### config.mk
export PLATFORM = sky130hd
export DESIGN_NAME = multilevel_priority_task_dispatcher
export DESIGN_NICKNAME = d
export VERILOG_FILES = /design/src/sv/mptd_pkg.sv /design/src/sv/mptd_ctrl.sv /design/src/sv/mptd_dpath.sv /design/src/sv/multilevel_priority_task_dispatcher.sv
export SDC_FILE = /design/constraint.sdc
export NUM_CORES = 1
export LEC_CHECK = 0
export BUFFER_PORTS_ARGS = -buffer_cell sky130_fd_sc_hd__buf_4
export CORE_AREA = 3 3 269 271
export CTS_CLUSTER_DIAMETER = 150
export CTS_CLUSTER_SIZE = 14
export DETAILED_ROUTE_END_ITERATION = 10
export DIE_AREA = 0 0 272 274
export HOLD_SLACK_MARGIN = 0.03
export RECOVER_POWER = 100
export SLEW_MARGIN = 20
export SYNTH_ARGS = -nofsm -noshare
export SYNTH_HDL_FRONTEND = slang
export SYNTH_SLANG_ARGS = --single-unit
### constraint.sdc
create_clock -name clk -period 5.5 [get_ports clk]
set_clock_uncertainty 0.05 [all_clocks]
set_input_delay 0.275 -clock clk [delete_from_list [all_inputs] [get_ports clk]]
set_output_delay 0.275 -clock clk [all_outputs]
set_load 0.01 [all_outputs]
### src/sv/mptd_pkg.sv
// Shared types, codes and default sizes of the multilevel priority task dispatcher.
package mptd_pkg;

	localparam int DEF_NUM_LEVELS = 8;
	localparam int DEF_NUM_TASKS = 16;

	localparam int ACTION_W = 2;
	localparam int TASK_W = 4;
	localparam int LEVEL_W = 4;
	localparam int STATUS_W = 2;
	localparam int HLEVEL_W = 3;

	typedef enum logic [ACTION_W-1:0] {
		ACT_SCHEDULE = 2'd0,
		ACT_DISPATCH = 2'd1,
		ACT_COMPLETE = 2'd2,
		ACT_QUERY    = 2'd3
	} action_t;

	typedef enum logic [STATUS_W-1:0] {
		STS_OK    = 2'd0,
		STS_RANGE = 2'd1,
		STS_EMPTY = 2'd2
	} status_t;

	typedef enum logic [2:0] {
		RES_OK,
		RES_RANGE,
		RES_EMPTY,
		RES_QUERY,
		RES_RUN
	} res_sel_t;

	typedef enum logic [2:0] {
		ST_IDLE,
		ST_EXEC,
		ST_SCAN,
		ST_POP,
		ST_DONE
	} state_t;

	typedef struct packed {
		logic     load_in;
		logic     enqueue;
		logic     enq_from_task;
		logic     jump;
		logic     query;
		logic     scan_step;
		logic     pop_take;
		logic     res_we;
		res_sel_t res_sel;
		logic     deliver;
	} dp_cmd_t;

	typedef struct packed {
		action_t action;
		logic    task_oor;
		logic    level_oor;
		logic    more;
		logic    queue_empty;
		logic    scan_pop;
		logic    pop_pending;
		logic    out_busy;
	} dp_stat_t;

endpackage

### src/sv/mptd_ctrl.sv
// Controller state machine that sequences each beat through the dispatcher datapath.
module mptd_ctrl (
	input  logic               clk,
	input  logic               arst_n,
	input  logic               in_valid,
	output logic               in_stall,
	input  mptd_pkg::dp_stat_t stat,
	output mptd_pkg::dp_cmd_t  cmd
);
	import mptd_pkg::*;

	state_t state_q;
	state_t state_d;

	always_ff @(posedge clk or negedge arst_n) begin
		if (!arst_n) begin
			state_q <= ST_IDLE;
		end else begin
			state_q <= state_d;
		end
	end

	always_comb begin
		state_d = state_q;
		case (state_q)
			ST_IDLE: begin
				if (in_valid) begin
					state_d = ST_EXEC;
				end
			end
			ST_EXEC: begin
				if (stat.action == ACT_DISPATCH && !stat.queue_empty) begin
					state_d = ST_SCAN;
				end else begin
					state_d = ST_DONE;
				end
			end
			ST_SCAN: begin
				if (stat.scan_pop) begin
					state_d = ST_POP;
				end
			end
			ST_POP: begin
				if (stat.pop_pending) begin
					state_d = ST_DONE;
				end else begin
					state_d = ST_SCAN;
				end
			end
			ST_DONE: begin
				if (!stat.out_busy) begin
					state_d = ST_IDLE;
				end
			end
			default: begin
				state_d = ST_IDLE;
			end
		endcase
	end

	always_comb begin
		cmd = '0;
		in_stall = 1'b1;
		case (state_q)
			ST_IDLE: begin
				in_stall = 1'b0;
				cmd.load_in = in_valid;
			end
			ST_EXEC: begin
				cmd.res_we = 1'b1;
				cmd.res_sel = RES_OK;
				if (stat.action == ACT_DISPATCH) begin
					// A dispatch with work queued gets its result from the scan.
					if (stat.queue_empty) begin
						cmd.res_sel = RES_EMPTY;
					end else begin
						cmd.res_we = 1'b0;
					end
				end else if (stat.task_oor) begin
					cmd.res_sel = RES_EMPTY;
				end else begin
					case (stat.action)
						ACT_SCHEDULE: begin
							if (stat.level_oor) begin
								cmd.res_sel = RES_RANGE;
							end else begin
								cmd.enqueue = 1'b1;
							end
						end
						ACT_COMPLETE: begin
							if (stat.more) begin
								cmd.enqueue = 1'b1;
								cmd.enq_from_task = 1'b1;
								cmd.jump = 1'b1;
							end
						end
						ACT_QUERY: begin
							if (stat.level_oor) begin
								cmd.res_sel = RES_RANGE;
							end else begin
								cmd.query = 1'b1;
								cmd.res_sel = RES_QUERY;
							end
						end
						default: begin
							cmd.res_sel = RES_OK;
						end
					endcase
				end
			end
			ST_SCAN: begin
				cmd.scan_step = 1'b1;
			end
			ST_POP: begin
				if (stat.pop_pending) begin
					cmd.pop_take = 1'b1;
					cmd.res_we = 1'b1;
					cmd.res_sel = RES_RUN;
				end
			end
			ST_DONE: begin
				cmd.deliver = !stat.out_busy;
			end
			default: begin
				in_stall = 1'b1;
			end
		endcase
	end

endmodule

### src/sv/mptd_dpath.sv
// Datapath of the dispatcher: level queues, task flags, scan state and the result register.
module mptd_dpath #(
	parameter int NUM_LEVELS = mptd_pkg::DEF_NUM_LEVELS,
	parameter int NUM_TASKS = mptd_pkg::DEF_NUM_TASKS
) (
	input  logic                          clk,
	input  logic                          arst_n,
	input  mptd_pkg::dp_cmd_t             cmd,
	output mptd_pkg::dp_stat_t            stat,
	input  logic [mptd_pkg::ACTION_W-1:0] action,
	input  logic [mptd_pkg::TASK_W-1:0]   task_index,
	input  logic [mptd_pkg::LEVEL_W-1:0]  level,
	input  logic                          more_work,
	output logic                          out_valid,
	input  logic                          out_stall,
	output logic [mptd_pkg::STATUS_W-1:0] status,
	output logic [mptd_pkg::TASK_W-1:0]   run_task,
	output logic                          preempted,
	output logic [mptd_pkg::HLEVEL_W-1:0] higher_level
);
	import mptd_pkg::*;

	localparam int LVL_W = $clog2(NUM_LEVELS);
	localparam int TSK_W = $clog2(NUM_TASKS);
	localparam int CNT_W = $clog2(NUM_TASKS + 1);
	localparam int TOT_W = $clog2(NUM_LEVELS * NUM_TASKS + 1);
	localparam int ADR_W = LVL_W + TSK_W;
	localparam int MEM_DEPTH = 2 ** ADR_W;

	// Latched input beat.
	action_t             action_q;
	logic [TASK_W-1:0]   task_q;
	logic [LEVEL_W-1:0]  level_q;
	logic                more_q;

	// Per-task and per-level state.
	logic [NUM_TASKS-1:0] pending_q;
	logic [HLEVEL_W-1:0]  resume_q [NUM_TASKS];
	logic [LVL_W-1:0]     tlevel_q [NUM_TASKS];
	logic [TSK_W-1:0]     head_q [NUM_LEVELS];
	logic [CNT_W-1:0]     count_q [NUM_LEVELS];
	logic [NUM_LEVELS-1:0] mask_q;
	logic [LVL_W-1:0]     scan_q;
	logic [CNT_W-1:0]     remain_q;
	logic                 loaded_q;
	logic [TOT_W-1:0]     total_q;

	// Queue entries of all levels, addressed by level and slot.
	logic [TSK_W-1:0] fifo_mem [MEM_DEPTH];
	logic [TSK_W-1:0] rdata_q;

	// Result waiting for the output register, and the output register itself.
	logic [STATUS_W-1:0] res_status_q;
	logic [TASK_W-1:0]   res_run_q;
	logic                res_pre_q;
	logic [HLEVEL_W-1:0] res_hl_q;
	logic                out_valid_q;
	logic [STATUS_W-1:0] status_q;
	logic [TASK_W-1:0]   run_task_q;
	logic                preempted_q;
	logic [HLEVEL_W-1:0] higher_level_q;

	logic [TSK_W-1:0]    tidx;
	logic [LVL_W-1:0]    lidx;
	logic [LVL_W-1:0]    tlev_raw;
	logic [LVL_W-1:0]    tlev_fix;
	logic [LVL_W-1:0]    enq_lvl;
	logic [LVL_W-1:0]    scan_lvl;
	logic [LVL_W-1:0]    next_scan;
	logic [LVL_W-1:0]    sel_lvl;
	logic [LVL_W-1:0]    jump_lvl;
	logic [HLEVEL_W-1:0] resume_val;
	logic [TSK_W-1:0]    sel_head;
	logic [CNT_W-1:0]    sel_count;
	logic [CNT_W-1:0]    eff_remain;
	logic                scan_pop;
	logic [TSK_W:0]      slot_sum;
	logic [TSK_W-1:0]    slot;
	logic [TSK_W:0]      head_sum;
	logic [TSK_W-1:0]    head_inc;
	logic                do_enq;
	logic [ADR_W-1:0]    wr_addr;
	logic [ADR_W-1:0]    rd_addr;
	logic                q_hit;
	logic [LEVEL_W-1:0]  q_idx;
	logic [STATUS_W-1:0] res_status_d;
	logic [TASK_W-1:0]   res_run_d;
	logic                res_pre_d;
	logic [HLEVEL_W-1:0] res_hl_d;

	assign tidx = TSK_W'(task_q);
	assign lidx = LVL_W'(level_q);
	assign tlev_raw = tlevel_q[tidx];
	assign tlev_fix = (32'(tlev_raw) >= NUM_LEVELS) ? LVL_W'(32'(tlev_raw) - NUM_LEVELS) :
		tlev_raw;
	assign enq_lvl = cmd.enq_from_task ? tlev_fix : lidx;
	assign scan_lvl = (32'(scan_q) >= NUM_LEVELS) ? '0 : scan_q;
	assign next_scan = (32'(scan_lvl) + 1 >= NUM_LEVELS) ? '0 : LVL_W'(32'(scan_lvl) + 1);
	assign sel_lvl = cmd.scan_step ? scan_lvl : enq_lvl;
	assign sel_head = head_q[sel_lvl];
	assign sel_count = count_q[sel_lvl];

	// On entering a level the scan snapshots its length; the snapshot bounds this pass.
	assign eff_remain = loaded_q ? remain_q : sel_count;
	assign scan_pop = (eff_remain != '0) && (sel_count != '0);

	assign slot_sum = (TSK_W + 1)'(sel_head) + (TSK_W + 1)'(sel_count);
	assign slot = (32'(slot_sum) >= NUM_TASKS) ? TSK_W'(32'(slot_sum) - NUM_TASKS) :
		TSK_W'(slot_sum);
	assign head_sum = (TSK_W + 1)'(sel_head) + (TSK_W + 1)'(1);
	assign head_inc = (32'(head_sum) >= NUM_TASKS) ? '0 : TSK_W'(head_sum);

	// A task is queued at most once; a full queue cannot occur but drops the entry.
	assign do_enq = cmd.enqueue && !pending_q[tidx] && (32'(sel_count) < NUM_TASKS);
	assign wr_addr = {enq_lvl, slot};
	assign rd_addr = {scan_lvl, sel_head};

	assign resume_val = resume_q[tidx];
	assign jump_lvl = (32'(resume_val) >= NUM_LEVELS) ? '0 : LVL_W'(resume_val);

	// Lowest-numbered ready level below the queried one; the queried level itself if none.
	always_comb begin
		q_hit = 1'b0;
		q_idx = level_q;
		for (int i = 0; i < NUM_LEVELS; i++) begin
			if (!q_hit && (i < 32'(level_q)) && mask_q[i]) begin
				q_hit = 1'b1;
				q_idx = LEVEL_W'(i);
			end
		end
	end

	always_comb begin
		res_status_d = STS_OK;
		res_run_d = '0;
		res_pre_d = 1'b0;
		res_hl_d = '0;
		case (cmd.res_sel)
			RES_OK: begin
				res_status_d = STS_OK;
			end
			RES_RANGE: begin
				res_status_d = STS_RANGE;
			end
			RES_EMPTY: begin
				res_status_d = STS_EMPTY;
			end
			RES_QUERY: begin
				res_pre_d = q_hit;
				res_hl_d = HLEVEL_W'(q_idx);
			end
			RES_RUN: begin
				res_run_d = TASK_W'(rdata_q);
			end
			default: begin
				res_status_d = STS_OK;
			end
		endcase
	end

	always_ff @(posedge clk or negedge arst_n) begin
		if (!arst_n) begin
			pending_q <= '0;
			for (int i = 0; i < NUM_TASKS; i++) begin
				resume_q[i] <= '0;
			end
			for (int i = 0; i < NUM_LEVELS; i++) begin
				head_q[i] <= '0;
				count_q[i] <= '0;
			end
			mask_q <= '0;
			scan_q <= '0;
			remain_q <= '0;
			loaded_q <= 1'b0;
			total_q <= '0;
			out_valid_q <= 1'b0;
		end else begin
			if (do_enq) begin
				pending_q[tidx] <= 1'b1;
				count_q[enq_lvl] <= sel_count + CNT_W'(1);
				mask_q[enq_lvl] <= 1'b1;
				total_q <= total_q + TOT_W'(1);
			end
			if (cmd.jump) begin
				scan_q <= jump_lvl;
				loaded_q <= 1'b0;
			end
			if (cmd.query) begin
				resume_q[tidx] <= HLEVEL_W'(q_idx);
			end
			if (cmd.scan_step) begin
				if (scan_pop) begin
					head_q[scan_lvl] <= head_inc;
					count_q[scan_lvl] <= sel_count - CNT_W'(1);
					remain_q <= eff_remain - CNT_W'(1);
					loaded_q <= 1'b1;
					total_q <= total_q - TOT_W'(1);
					scan_q <= scan_lvl;
				end else begin
					// Snapshot used up: the level drops out of the mask and the scan moves on.
					mask_q[scan_lvl] <= 1'b0;
					scan_q <= next_scan;
					loaded_q <= 1'b0;
				end
			end
			if (cmd.pop_take) begin
				pending_q[rdata_q] <= 1'b0;
			end
			if (cmd.deliver) begin
				out_valid_q <= 1'b1;
			end else if (!out_stall) begin
				out_valid_q <= 1'b0;
			end
		end
	end

	always_ff @(posedge clk) begin
		if (cmd.load_in) begin
			action_q <= action_t'(action);
			task_q <= task_index;
			level_q <= level;
			more_q <= more_work;
		end
		if (do_enq) begin
			tlevel_q[tidx] <= enq_lvl;
			fifo_mem[wr_addr] <= tidx;
		end
		if (cmd.scan_step && scan_pop) begin
			rdata_q <= fifo_mem[rd_addr];
		end
		if (cmd.res_we) begin
			res_status_q <= res_status_d;
			res_run_q <= res_run_d;
			res_pre_q <= res_pre_d;
			res_hl_q <= res_hl_d;
		end
		if (cmd.deliver) begin
			status_q <= res_status_q;
			run_task_q <= res_run_q;
			preempted_q <= res_pre_q;
			higher_level_q <= res_hl_q;
		end
	end

	assign stat.action = action_q;
	assign stat.task_oor = 32'(task_q) >= NUM_TASKS;
	assign stat.level_oor = 32'(level_q) >= NUM_LEVELS;
	assign stat.more = more_q;
	assign stat.queue_empty = (total_q == '0);
	assign stat.scan_pop = scan_pop;
	assign stat.pop_pending = pending_q[rdata_q];
	assign stat.out_busy = out_valid_q && out_stall;

	assign out_valid = out_valid_q;
	assign status = status_q;
	assign run_task = run_task_q;
	assign preempted = preempted_q;
	assign higher_level = higher_level_q;

endmodule

### src/sv/multilevel_priority_task_dispatcher.sv
// Top level of the multilevel priority task dispatcher.
// One beat is taken at a time and gives one result beat. Schedule, complete and query beats
// hold the input side while the block accepts, executes and writes the output register. A
// dispatch beat holds it longer for every level that the scan leaves behind, since the scan
// controller looks at one level per cycle and each pop waits for the queue memory's
// registered read. A finished result waits in the output register while the next beat is
// accepted; the block only holds its next result until that register is free. The queue memory
// needs no clearing after reset, so the block is ready at once.
module multilevel_priority_task_dispatcher #(
	parameter int NUM_LEVELS = mptd_pkg::DEF_NUM_LEVELS,
	parameter int NUM_TASKS = mptd_pkg::DEF_NUM_TASKS
) (
	input  logic                          clk,
	input  logic                          arst_n,
	input  logic                          in_valid,
	output logic                          in_stall,
	input  logic [mptd_pkg::ACTION_W-1:0] action,
	input  logic [mptd_pkg::TASK_W-1:0]   task_index,
	input  logic [mptd_pkg::LEVEL_W-1:0]  level,
	input  logic                          more_work,
	output logic                          out_valid,
	input  logic                          out_stall,
	output logic [mptd_pkg::STATUS_W-1:0] status,
	output logic [mptd_pkg::TASK_W-1:0]   run_task,
	output logic                          preempted,
	output logic [mptd_pkg::HLEVEL_W-1:0] higher_level
);
	import mptd_pkg::*;

	dp_cmd_t  cmd;
	dp_stat_t stat;

	mptd_ctrl u_ctrl (
		.clk      (clk),
		.arst_n   (arst_n),
		.in_valid (in_valid),
		.in_stall (in_stall),
		.stat     (stat),
		.cmd      (cmd)
	);

	mptd_dpath #(
		.NUM_LEVELS (NUM_LEVELS),
		.NUM_TASKS  (NUM_TASKS)
	) u_dpath (
		.clk          (clk),
		.arst_n       (arst_n),
		.cmd          (cmd),
		.stat         (stat),
		.action       (action),
		.task_index   (task_index),
		.level        (level),
		.more_work    (more_work),
		.out_valid    (out_valid),
		.out_stall    (out_stall),
		.status       (status),
		.run_task     (run_task),
		.preempted    (preempted),
		.higher_level (higher_level)
	);

endmodule

==> impl_results.md, run 1 <==
* Critical-path cell list: inv_1 -> ha_1 -> or4b_4 -> or2_0 -> nand3_1 -> nand4_1 -> buf_4 -> buf_12 -> mux2i_1 -> mux2_2 -> mux2_4 -> inv_8 -> buf_12 -> mux2i_1 -> a32oi_1 -> nand4_1 -> nand2_1 -> a211oi_1 -> o2111ai_1
* Final Power at 18100 uW
* Clock tree sinks at 764
* DP Area at 35000 um^2
* PwrDens at 487 nW/um^2
* Setup crit end kind: register
* Setup WS post-layout at 0.0925 ns
* Hold_sp: level[2]
* H-tree depth at 2
* First-pass GRT wire length at 136000 um
* CTS Buf Count at 60
* IO Pins at 27
* Initial DRC Count at 2573
* Post-Synth Simple-Gate Area at 13.0%
* Routed Antenna Nets at 0
* M2 GR Usage at 39.7%
* Tmin final at 5.41 ns
* Endpoints failing hold at 0
* Hold Path Class: input port to register
* Total core area at 70000 um^2
* Static leakage at 0.0129 uW
* Final net count at 2627
* Initial core utilization at 46.9%
* R2R setup slack at 0.09 ns
* Setup-failing EPs final at 0
* IR drop worst, VDD at 315 uV
* Synthesized flop and latch total at 764
* Largest net degree at the start of global routing at 99
* Max-Cap Viols at 6
* Final worst-path cycle share at 98.3%
* Busiest grt layer: met2
* Drt total wl at 91000 um
* Root buffer cell: clkbuf_16
* Grt met1 use at 33.8%
* Max incr delay on CP at 0.78 ns
* Setup crit start kind: register
* Critical Path RT at 5.75 ns
* Initial antenna violation count at 2
* Post-synthesis compound-gate area fraction at 6.08%
* Worst-Margin Slew at 4.49 ns
* Max Fclk at 185 MHz
* Failing checks: capacitance limit, slew limit
* Place WS at -0.511 ns
* Clock buffer depth at 3
* Worst-Skew Late Latency at 0.65 ns
* Crit path max fanout at 18
* Yosys cell types at 82
* GRT overflow at 0
* Mean Syn Cell Area at 13.1 um^2
* Vias in the first global route at 21.1k
* DP Cell Count at 3451
* Die area at 74500 um^2
* Hold Path Sink: u_dpath.level_q[2]
* Setup repair after global routing missed its margin: no
* CTS tree: done
* Reg-to-reg startpoint: u_dpath.action_q[1]
* Multiplexer share of the synthesized area at 10.3%
* Global Route Usage Sum at 24.3%
* Worst r2r dst: u_dpath.rdata_q[3]
* Die Span X at 272 um
* Initial DRT Pass Iterations at 6
* Largest family of logic cells by synthesized area: simple AND/OR/NAND/NOR gates
* WP data arrival at 5.66 ns
* DR WL/cell at 25.5 um
* Slowest CP cell: a211oi_1
* Final GP Congestion at 0.909
* Post-Synth XOR/XNOR Area at 0.507%
* Standard-cell rows at 97
* Main synth FF type: edfxtp_1
* Fin. max-slew vios at 436
* Post-synth EDFFs at 595
* Vias per inst at 5.93
* Port buffer count at 26
* Routed via count at 21.2k
* Post-DP HPWL at 58100 um
* Worst slew margin at -200%
* Status: finished, violations left
* Design area at 37100 um^2
* Met3 Use GR at 3.50%
* Hold path cells at 2
* Post-Syn Area at 32800 um^2
* Clock-pin slew on the worst setup and hold paths at 0.07 ns
* Die boundary height at 274 um
* Yosys warnings at 0
* Mapped Nets at 2538
* Adder-Cell Fraction of Synth Area at 0.594%
* Worst Setup Path Type: register to register
* P&R area growth vs syn at 13.0%
* Fin Hold WS at 0.326 ns
* Post-route DRC violation count at 0
* Final Instance Count excl. Fillers at 3572
* Async S/R FF share, synth at 21.6%
* Syn Inst Count at 2508
* Worst Reg-to-Reg Cells at 19
* Worst setup path startpoint: u_dpath.action_q[1]
* Seq/Total Area, Yosys at 67.2%
* Share of layout cells above drive strength 1 at 18.0%
## worst max path at each step
stage | to | slack, ns
floorplan | u_dpath.fifo_mem[100][0] | -0.05
global placement | u_dpath.fifo_mem[120][1] | -0.36
detailed placement | u_dpath.fifo_mem[120][3] | -0.51
CTS | u_dpath.rdata_q[2] | 0.1
global route | u_dpath.count_q[10] | 0.002
finish | u_dpath.rdata_q[3] | 0.09
## per-stage QoR
| stage | utilization (%) | TNS (ns) |
|---|---|---|
| finish | 53.0 | 0 |
| global route | 53.0 | 0 |
| CTS | 53.0 | 0 |
| detailed placement | 50.0 | -113.81 |
| global placement | 50.0 | -50.93 |
| floorplan | - | -6.72 |
## what timing repair did
item / CTS / global route
hold buffers: 14 / 0
buffers inserted: 3 / 5
pin swaps: 3 / 2
endpoints found under the hold margin: 93 / 0
gates resized for setup: 69 / 8
cloned: 0 / 2
endpoints found under the setup margin: 512 / 94
## critical path: cells and delay by family (launching register included)
kind / cells / cell delay (ns)
AO/OA/AOI/OAI: 3 / 1.22
adder cells (fa/ha/maj): 1 / 0.22
buffers and inverters: 5 / 0.77
flip-flops: 1 / 0.39
multiplexers: 4 / 1.00
AND/OR/NAND/NOR: 6 / 1.37
## where the power goes
group	internal (uW)	switching, uW	total (uW)
registers	6980	407	7390
clock network	2050	1990	4040
logic	2370	4290	6650
## logic make-up (layout without fill, tap and decap cells)
logic type,count (synthesis),in the layout
AND/OR/NAND/NOR,990,990
flip-flops,764,764
AO/OA/AOI/OAI,297,297
multiplexers,258,258
buffers and inverters,165,288
XOR/XNOR,19,19
adder cells (fa/ha/maj),15,15
other,0,1
## synth_stat cells (all sizes together), types with 4 or more instances
library cell	n	area, um^2
a211o	9	78.8
a211oi	10	75.1
a21oi	58	290
a222oi	5	50.1
a22oi	12	95.1
a31oi	19	119
a32oi	26	228
and2	15	93.8
and3	11	68.8
buf	69	390
clkbuf	65	244
clkinv	5	25.0
dfrtp	165	4130
dfxtp	4	80.1
edfxtp	595	17900
ha	14	175
inv	26	97.6
mux2	72	815
mux2i	132	1340
mux4	54	1220
nand2	466	1760
nand2b	9	56.3
nand3	133	666
nand3b	10	75.1
nand4	41	257
nor2	248	933
nor2b	12	75.1
nor3	13	65.1
nor3b	9	67.6
nor4	4	25.0
o2111ai	7	61.3
o211ai	20	150
o21ai	81	405
o22a	8	70.1
o22ai	6	37.5
o32a	5	50.1
or2	6	40.1
or3	7	43.8
xnor2	11	96.3
xor2	8	70.1
## registers in the layout, indices dropped and copies added, names as in the netlist, 5 cells and up, named ones only
signal / flops
u_dpath.count_q: 40
u_dpath.head_q: 32
u_dpath.mask_q: 8
u_dpath.tlevel_q: 48
u_dpath.resume_q: 48
u_dpath.remain_q: 5
u_dpath.pending_q: 16
u_dpath.total_q: 8
u_dpath.fifo_mem: 512
## cell usage in the layout, fill, tap and decap left out, types with 20 or more instances in the layout
master | netlist | routed
edfxtp_1 | 595 | 595
nand2_1 | 462 | 452
dfrtp_1 | 165 | 165
nor2_1 | 247 | 130
nand3_1 | 133 | 130
mux2i_1 | 130 | 127
nor2_2 | 1 | 92
buf_4 | 15 | 89
o21ai_0 | 77 | 77
mux2_2 | 70 | 64
clkbuf_16 | 0 | 63
a21oi_1 | 58 | 56
clkbuf_1 | 65 | 56
mux4_2 | 54 | 54
nand4_1 | 41 | 41
a32oi_1 | 26 | 26
nor2_4 | 0 | 26
inv_1 | 25 | 25
o211ai_1 | 20 | 20
## layout make-up
class	count	area [um^2]
fillers	5926	32900
flip-flops and latches	764	22100
multi-input cells	1579	10600
clock buffers	93	1650
repair buffers	161	1430
well taps	940	1180
inverters	31	128
clock inverters	3	55.1
diodes	1	2.50
## per-layer routing
| metal | share of wire, % | vias up |
|---|---|---|
| li1 | - | 9457 |
| met1 | 42 | 10700 |
| met2 | 48 | 818 |
| met3 | 7.1 | 180 |
| met4 | 3.3 | 0 |
| met5 | 0 | - |
Note: power is estimated with default switching activity, not from simulation.
==> run 2: changes to the inputs <==
--- a/config.mk
+++ b/config.mk
@@ -12,7 +12,8 @@
 export DETAILED_ROUTE_END_ITERATION = 10
 export DIE_AREA = 0 0 272 274
 export HOLD_SLACK_MARGIN = 0.03
-export RECOVER_POWER = 100
+export PLACE_DENSITY_LB_ADDON = 0.3
+export RECOVER_POWER = 25
 export SLEW_MARGIN = 20
 export SYNTH_ARGS = -nofsm -noshare
 export SYNTH_HDL_FRONTEND = slang
==> run 2 against run 1 <==
Against the previous run: critical endpoint is now u_dpath.fifo_mem[112][3]; largest power group unchanged; core utilization grew 0.14 points; design area grew 0.26%; maximum frequency grew 1.5%; combinational power rose by 1%; the run still ends with capacitance limit, slew limit left.
==> impl_results.md, run 2 (synthesized netlist as in run 1, its figures left out) <==
* Flip-flop count of the largest register after layout at 512
* Clock buffer depth at 3
* Setup crit start kind: register
* Die area at 74500 um^2
* Comb pwr share at 37.0%
* Slowest CP cell: or4b_4
* Worst setup path startpoint: u_dpath.action_q[0]
* PwrDens at 489 nW/um^2
* H-tree depth at 2
* Global Route Usage Sum at 23.5%
* Hold path cells at 2
* Clock tree sinks at 764
* Standard-cell rows at 97
* Fill count at 5782
* DP Cell Count at 3432
* Largest net degree at the start of global routing at 149
* Reg-to-reg startpoint: u_dpath.action_q[0]
* Die boundary height at 274 um
* Worst slew margin at -143%
* Final Instance Count excl. Fillers at 3560
* IR drop worst, VDD at 446 uV
* Switching part of the total at 37.2%
* Max incr delay on CP at 0.54 ns
* Clock-pin slew on the worst setup and hold paths at 0.08 ns
* DR WL/cell at 25.0 um
* Fin Hold WS at 0.324 ns
* Fin. max-slew vios at 300
* Post-DP HPWL at 56800 um
* Largest regs: u_dpath.fifo_mem: 512 flops, u_dpath.resume_q: 48 flops, u_dpath.tlevel_q: 48 flops
* Vias per inst at 6.00
* Share of layout cells above drive strength 1 at 18.6%
* Setup crit end kind: register
* Routed Antenna Nets at 0
* First-pass GRT wire length at 133000 um
* Clock power frac at 22.2%
* Commonest non-fill, non-tap cell in the layout: edfxtp_1
* Worst-Margin Slew at 3.65 ns
* Routed via count at 21.4k
* GRT overflow at 0
* Worst r2r dst: u_dpath.fifo_mem[112][3]
* Psw at 6770 uW
* Endpoints failing hold at 0
* Total core area at 70000 um^2
* Static leakage at 0.0128 uW
* Initial DRC Count at 2904
* Flop pwr share at 40.8%
* Root buffer cell: clkbuf_16
* Setup_tns at 0 ns
* Initial DRT Pass Iterations at 6
* Final net count at 2615
* Drt total wl at 89000 um
* P&R area growth vs syn at 13.3%
* Max Fclk at 188 MHz
* Port buffer count at 26
* Setup-failing EPs final at 0
* Final worst-path cycle share at 96.9%
* Vias in the first global route at 21.0k
* Final GP Congestion at 0.941
* Tmin final at 5.33 ns
* Initial antenna violation count at 0
* Worst Reg-to-Reg Cells at 20
* Critical Path RT at 5.77 ns
* Post-route DRC violation count at 0
* CP dominant cell by count: buf_4
* Most frequent cells in the layout: 595 x edfxtp_1, 447 x nand2_1, 165 x dfrtp_1
* CTS tree: done
* Max-Cap Viols at 4
* Hold Path Class: input port to register
* Worst Setup Path Type: register to register
* Worst-Skew Late Latency at 0.65 ns
* Largest Register: u_dpath.fifo_mem
* IO Pins at 27
* Die Span X at 272 um
* Power Internal at 11400 uW
* R2R setup slack at 0.17 ns
* Initial core utilization at 46.9%
* Failing checks: capacitance limit, slew limit
* CTS Buf Count at 60
* CP endpoint: u_dpath.fifo_mem[112][3]
* Crit path max fanout at 10
* WP data arrival at 5.60 ns
* Status: finished, violations left
* Critical-path cell list: ha_2 -> or4b_4 -> buf_4 -> or2_0 -> nand3_1 -> nand4_1 -> buf_6 -> buf_4 -> mux2i_1 -> mux2_2 -> mux2_2 -> inv_2 -> ha_1 -> a21o_1 -> a21oi_4 -> xnor2_4 -> xor2_2 -> buf_4 -> nand2_2 -> nor2_2
* Antenna cells at 0
-- run 2: cell types whose count changed in the layout (fill, tap and decap cells not counted), moves of 3 or more --
cell      delta
buf_4        -4
mux2_2       +4
and2_1       +3
nor2_2      -12
nor2_4      +13
nand2_2      +5
and2_0       -3
buf_12       -5
clkbuf_1     -6
mux2_1       -5
nand2_1      -5
-- run 2: through the flow --
| step | setup slack (ns) | util (%) | area, um^2 | total power, uW |
|---|---|---|---|---|
| after floorplan | -0.0469 | - | 33200 | 11600 |
| final | 0.173 | 53.1 | 37200 | 18200 |
| after global placement | -0.348 | 49.7 | 34800 | 13700 |
| after detailed placement | -0.311 | 49.7 | 34800 | 13800 |
| after global routing | -0.0567 | 53.1 | 37200 | 19000 |
| after CTS | 0.000982 | 52.4 | 36700 | 17900 |
-- run 2: worst max-delay path, delay by kind of cell (launching register included) --
| family | cells | cell delay (ns) |
|---|---|---|
| and+or+nand+nor | 6 | 1.67 |
| buffers and inverters | 5 | 0.82 |
| muxes | 3 | 0.75 |
| adders and majority gates | 2 | 0.48 |
| AOI/OAI and AO/OA | 2 | 0.44 |
| DFF | 1 | 0.42 |
| xor gates and xnor gates | 2 | 0.34 |
-- run 2: layer usage --
layer  up-vias  part of all wire, %  GRT usage, %
li1       9406                    -             -
met1     10800                   42          33.5
met2      1005                   47          37.6
met3       184                  8.4          3.69
met4         0                  3.0          7.16
met5         -                    0             0
-- run 2: cell type report --
type,instances,area [um^2],share of cell area (%)
tap,940,1180,3.16
timing repair buffer,149,1360,3.65
clock buffer,94,1650,4.44
clock inverter,3,55.1,0.148
multi-input combinational,1579,10800,28.9
inverter,31,134,0.360
sequential,764,22100,59.3
-- run 2: how the worst min path moves through the flow --
| stage | endpoint | start | slack [ns] |
|---|---|---|---|
| after global routing | u_dpath.level_q[3] | level[3] | 0.31 |
| after floorplan | u_ctrl.state_q[0] | arst_n | -0.07 |
| after detailed placement | u_dpath.run_task[0] | u_dpath.res_run_q[0] | 0.36 |
| after global placement | u_dpath.higher_level[2] | u_dpath.res_hl_q[2] | 0.35 |
| after CTS | u_dpath.total_q[3] | arst_n | 0.26 |
| final | u_dpath.level_q[3] | level[3] | 0.32 |
-- run 2: timing repair --
action / in CTS / in global routing
pin swaps: 1 / 9
hold endpoints to repair: 119 / 0
buffers inserted: 2 / 12
gates resized for setup: 5 / 109
hold buffers: 14 / 0
cloned: 0 / 3
endpoints found under the setup margin: 270 / 603
-- run 2: power groups by stage --
stage               Combinational [uW]  Clock [uW]  Sequential, uW
CTS                               6340        4100            7410
floorplan                         4180           0            7430
global placement                  6200           0            7500
finish                            6730        4040            7430
global route                      7230        4330            7480
detailed placement                6270           0            7520
